--- config.mk ---
export PLATFORM = sky130hd
export DESIGN_NAME = spps_sqrt
export DESIGN_NICKNAME = d
export VERILOG_FILES = /design/src/spps_pkg.sv /design/src/spps_sqrt.sv
export SDC_FILE = /design/constraint.sdc
export NUM_CORES = 2
export LEC_CHECK = 0
export ABC_AREA = 1
export BUFFER_PORTS_ARGS = -buffer_cell sky130_fd_sc_hd__buf_2
export CELL_PAD_IN_SITES_DETAIL_PLACEMENT = 0
export CELL_PAD_IN_SITES_GLOBAL_PLACEMENT = 2
export CORE_MARGIN = 2
export CORE_UTILIZATION = 35
export CTS_CLUSTER_SIZE = 30
export DETAILED_ROUTE_END_ITERATION = 7
export PLACE_DENSITY_LB_ADDON = 0.1
export SLEW_MARGIN = 20
export SYNTH_ARGS = -nofsm -noshare
export SYNTH_HDL_FRONTEND = slang
export SYNTH_SLANG_ARGS = --single-unit
export TNS_END_PERCENT = 50
--- constraint.sdc ---
create_clock -name i_clk -period 5.1 [get_ports i_clk]
set_input_delay 0.51 -clock i_clk [delete_from_list [all_inputs] [get_ports i_clk]]
set_output_delay 0.51 -clock i_clk [all_outputs]
set_load 0.1 [all_outputs]
--- src/spps_pkg.sv ---
// Shared constants and tables for the spiral pattern pixel shader.
package spps_pkg;

    localparam int CORDIC_STEPS = 24;
    localparam int TURN_BITS    = 32;

    localparam logic [31:0] ATAN_TURNS [CORDIC_STEPS] = '{
        32'h20000000, 32'h12E4051E, 32'h09FB385B, 32'h051111D4, 32'h028B0D43,
        32'h0145D7E1, 32'h00A2F61E, 32'h00517C55, 32'h0028BE53, 32'h00145F2F,
        32'h000A2F98, 32'h000517CC, 32'h00028BE6, 32'h000145F3, 32'h0000A2FA,
        32'h0000517D, 32'h000028BE, 32'h0000145F, 32'h00000A30, 32'h00000518,
        32'h0000028C, 32'h00000146, 32'h000000A3, 32'h00000051
    };

    localparam logic [31:0] DEFAULT_COLORS [8] = '{
        32'hff6179ff, 32'hffffffff, 32'hc22485ff, 32'h94009bff,
        32'hf99dffff, 32'hc65fffff, 32'hffda9eff, 32'h80ffe6ff
    };

    localparam logic [2:0] REG_CENTER_X    = 3'd0;
    localparam logic [2:0] REG_CENTER_Y    = 3'd1;
    localparam logic [2:0] REG_SPIRAL_RATE = 3'd2;
    localparam logic [2:0] REG_ROTATION    = 3'd3;
    localparam logic [2:0] REG_ARM_COUNT   = 3'd4;
    localparam logic [2:0] REG_COLOR_COUNT = 3'd5;
    localparam logic [2:0] REG_THICKNESS   = 3'd6;
    localparam logic [2:0] REG_BACKGROUND  = 3'd7;

    localparam logic KIND_SHADE   = 1'b0;
    localparam logic KIND_PALETTE = 1'b1;

endpackage

--- src/spps_sqrt.sv ---
// Pipelined digit-by-digit integer square root, one result bit per stage.
module spps_sqrt import spps_pkg::*; #(
    parameter int DW = 23
) (
    input  logic          i_clk,
    input  logic          i_en,
    input  logic [2*DW-1:0] i_rad,
    output logic [DW-1:0] o_root
);
    localparam int RMW = DW + 3;

    logic [RMW-1:0]  r_rem [DW];
    logic [DW-1:0]   r_q   [DW];
    logic [2*DW-1:0] r_v   [DW];

    genvar k;
    generate
        for (k = 0; k < DW; k++) begin : g_step
            logic [RMW-1:0]  rem_in, t, n_rem;
            logic [DW-1:0]   q_in, n_q;
            logic [2*DW-1:0] v_in;
            if (k == 0) begin : g_first
                assign rem_in = '0;
                assign q_in   = '0;
                assign v_in   = i_rad;
            end else begin : g_next
                assign rem_in = r_rem[k-1];
                assign q_in   = r_q[k-1];
                assign v_in   = r_v[k-1];
            end
            always_comb begin
                logic [RMW-1:0] cur;
                cur = {rem_in[RMW-3:0], v_in[2*DW-1 -: 2]};
                t   = RMW'({q_in, 2'b01});
                if (cur >= t) begin
                    n_rem = cur - t;
                    n_q   = {q_in[DW-2:0], 1'b1};
                end else begin
                    n_rem = cur;
                    n_q   = {q_in[DW-2:0], 1'b0};
                end
            end
            always_ff @(posedge i_clk) begin
                if (i_en) begin
                    r_rem[k] <= n_rem;
                    r_q[k]   <= n_q;
                    r_v[k]   <= {v_in[2*DW-3:0], 2'b00};
                end
            end
        end
    endgenerate

    assign o_root = r_q[DW-1];
endmodule

==> run metrics <==
largest net degree at the start of global routing approximately 140; via count between 50k and 60k; CP arrival between 3000 and 4000 ps; Die Height 449 um; Cell Area, Synth ~0.07 mm2; Antenna Nets Post-Route 0; initial drt markers approximately 3.2k; IO Pins between 70 and 80; initial antenna violation count 2; Seq/Total Area, Yosys a little under three fifths; Overall Global Routing Usage roughly a fifth; Clk pin slew, worst setup/hold paths 60 ps; 1st-pass router iterations 5; Crit path required time 5600 ps; synth warn 0; final worst clock skew 22.7 ps; Synth area leaders edfxtp_1 (56%), nand2_1 (14%), inv_1 (7.2%); Mapped Cells around 8k; Slew @ Worst Pin between 1000 and 1500 ps; critical path class reg2reg; power per cell area approximately 390 mW/mm2; Final min period about 3400 ps; Yosys top cell by area edfxtp_1; clk sinks approximately 1.3k; share of layout cells above drive strength 1 4.97%; final hold vios 0; CP delay by family, top buffers and inverters; met3 Usage GRT roughly 2.5%; met2 Use GR between 30 and 40%; Multi-input gate area roughly 0.025 mm2; Avg Vias per Cell ~4.6; Final GP Congestion between 0.8 and 0.9; Slew HR between 30 and 40%; Synth Register Bits about 1.3k; Crit-path slowest cell inv_1; # DRC 0; first-pass GRT wire length 292 mm; unrepaired setup endpoints after global routing no; DIE AREA approximately 0.2 mm2; Synth async-reset ratio 0%; core area slightly below 0.2 mm2; Distinct cells, synth 51; Die X 449 um; WL/cell ~18 um; syn_area_per_cell 8.85 um2; GR Util met1 around a quarter; slowest stage delay, CP approximately 830 ps; Final #Nets approximately 8.4k; CP most frequent cell inv_1; Crit. End Element flop; total of max-cap violations 0; CP max FO 30; Slew Viols, Final 0; top_reg_cell synth edfxtp_1; root buffer cell clkbuf_16; row cnt 163; drt total wl 189 mm; number of synthesized flops with an enable pin ~1.3k; syn_nets about 8.2k; Filler Cell Count slightly above 20k; status completed; Area Overhead vs Synth 12.7%; Clock Latency Late Sink roughly 800 ps; postcts setup bufs 0; CTS tree done; DPL Wire Length about 150 mm; Tot Pwr between 30 and 40 mW; final setup fails 0; CTS max path bufs 3; TritonCTS Buffers about 150; IO Port Bufs 70; Peak VDD IR approximately 0.33 mV; final worst-path cycle share ~66%; share of the synthesized area in the top cell type approximately 56%; leak pwr between 30 and 40 nW; Peak Freq 297 MHz; Buf+Inv Stages, Crit Path 3; number of global-route vias before repair 49.1k; Initial Utilization 35.2%; busiest grt layer met2; gr ovfl total 0; Reg area 0.0384 mm2; HP Class in2reg; setup_tns 0 ps; Critical Path Start Type flop; critical path, cell by cell inv_1 > ha_1 > a21oi_1 > o21ai_0 > inv_1 > nand2_1 > nor2_1 > nand2_1 > inv_1 > o21ai_0; # H-tree levels 4
[layout make-up]
| cell class | instances | area share, % |
|---|---|---|
| Inverter | 1344 | 6.47 |
| Multi-Input combinational cell | 5130 | 32.4 |
| Antenna cell | 1 | 0.00321 |
| Clock inverter | 86 | 1.08 |
| Sequential cell | 1280 | 49.2 |
| Timing Repair Buffer | 150 | 1.55 |
| Tap cell | 2640 | 4.23 |
| Clock buffer | 181 | 5.04 |
[sequential cells by signal (all words and copies together) (netlist names)]
register	count
r_q	276
r_v	506
r_rem	498
[cell usage after synthesis, types with 19 or more instances]
library cell,instances
o21ai_1,21
o21ai_0,156
xnor2_1,88
nand4_1,119
nor3_1,61
nand3_1,466
nor2_1,675
nand2_1,2620
buf_2,38
xor2_1,112
nand3b_1,87
inv_1,1335
ha_1,300
edfxtp_1,1280
a21oi_1,288
or2_2,19
[per-stage QoR]
step                cell area (um2)  util (%)  hold WS, ps  setup slack, ps  cells
floorplan                     69300         -          400             3060   7824
global placement              72800      37.0          400             1760  10497
detailed placement            72800      37.0          405             1750  10497
CTS                           78000      39.6          183             1750  10811
global route                  78000      39.6          198             1410  10812
finish                        78000      39.6          207             1730  10812
[placed cells by master, fill, tap and decap left out, types with 88 or more instances in the layout]
cell type     n
nand2_1    2620
edfxtp_1   1280
a21oi_1     288
clkbuf_16   153
ha_1        300
nand4_1     119
xor2_1      112
inv_1      1335
o21ai_0     156
nor2_1      673
nand3_1     466
xnor2_1      88
[report_power, final]
group	switching (mW)	internal (mW)	total, mW
registers	0.780	13.0	13.7
logic	4.09	1.96	6.05
clock network	4.40	6.12	10.5
total	9.27	21.0	30.3
[routing by layer]
layer  share of wire [%]  up-vias
li1                    -    25807
met1                  49    23292
met2                  46      749
met3                 3.5      185
met4                 1.8        0
met5                   0        -
[final timing paths]
path          startpoint  slack (ps)  cells after the start           to
max          r_q[1][176]        1730                     10  r_rem[2][6]
min                 i_en         210                      1    r_v[0][1]
max reg2reg  r_q[1][176]        1730                     10  r_rem[2][6]
min reg2reg  r_v[0][245]         400                      0  r_v[0][291]
[cell families (layout without fill, tap and decap cells)]
group           Yosys count  after routing  synth area share [%]
other cells               1              2               0.00542
flops                  1280           1280                  55.5
compound gates          500            500                  3.79
buf+inv                1414           1761                  8.01
xor+xnor                200            200                  2.53
simple gates           4129           4129                  24.7
fa+ha+maj               300            300                  5.42
[timing repair]
item,in CTS,in global routing
setup endpoints to repair,0,0
endpoints found under the hold margin,47,0
gates resized for setup,0,0
hold buffers,47,0
Power figures use the tool's default switching activity.
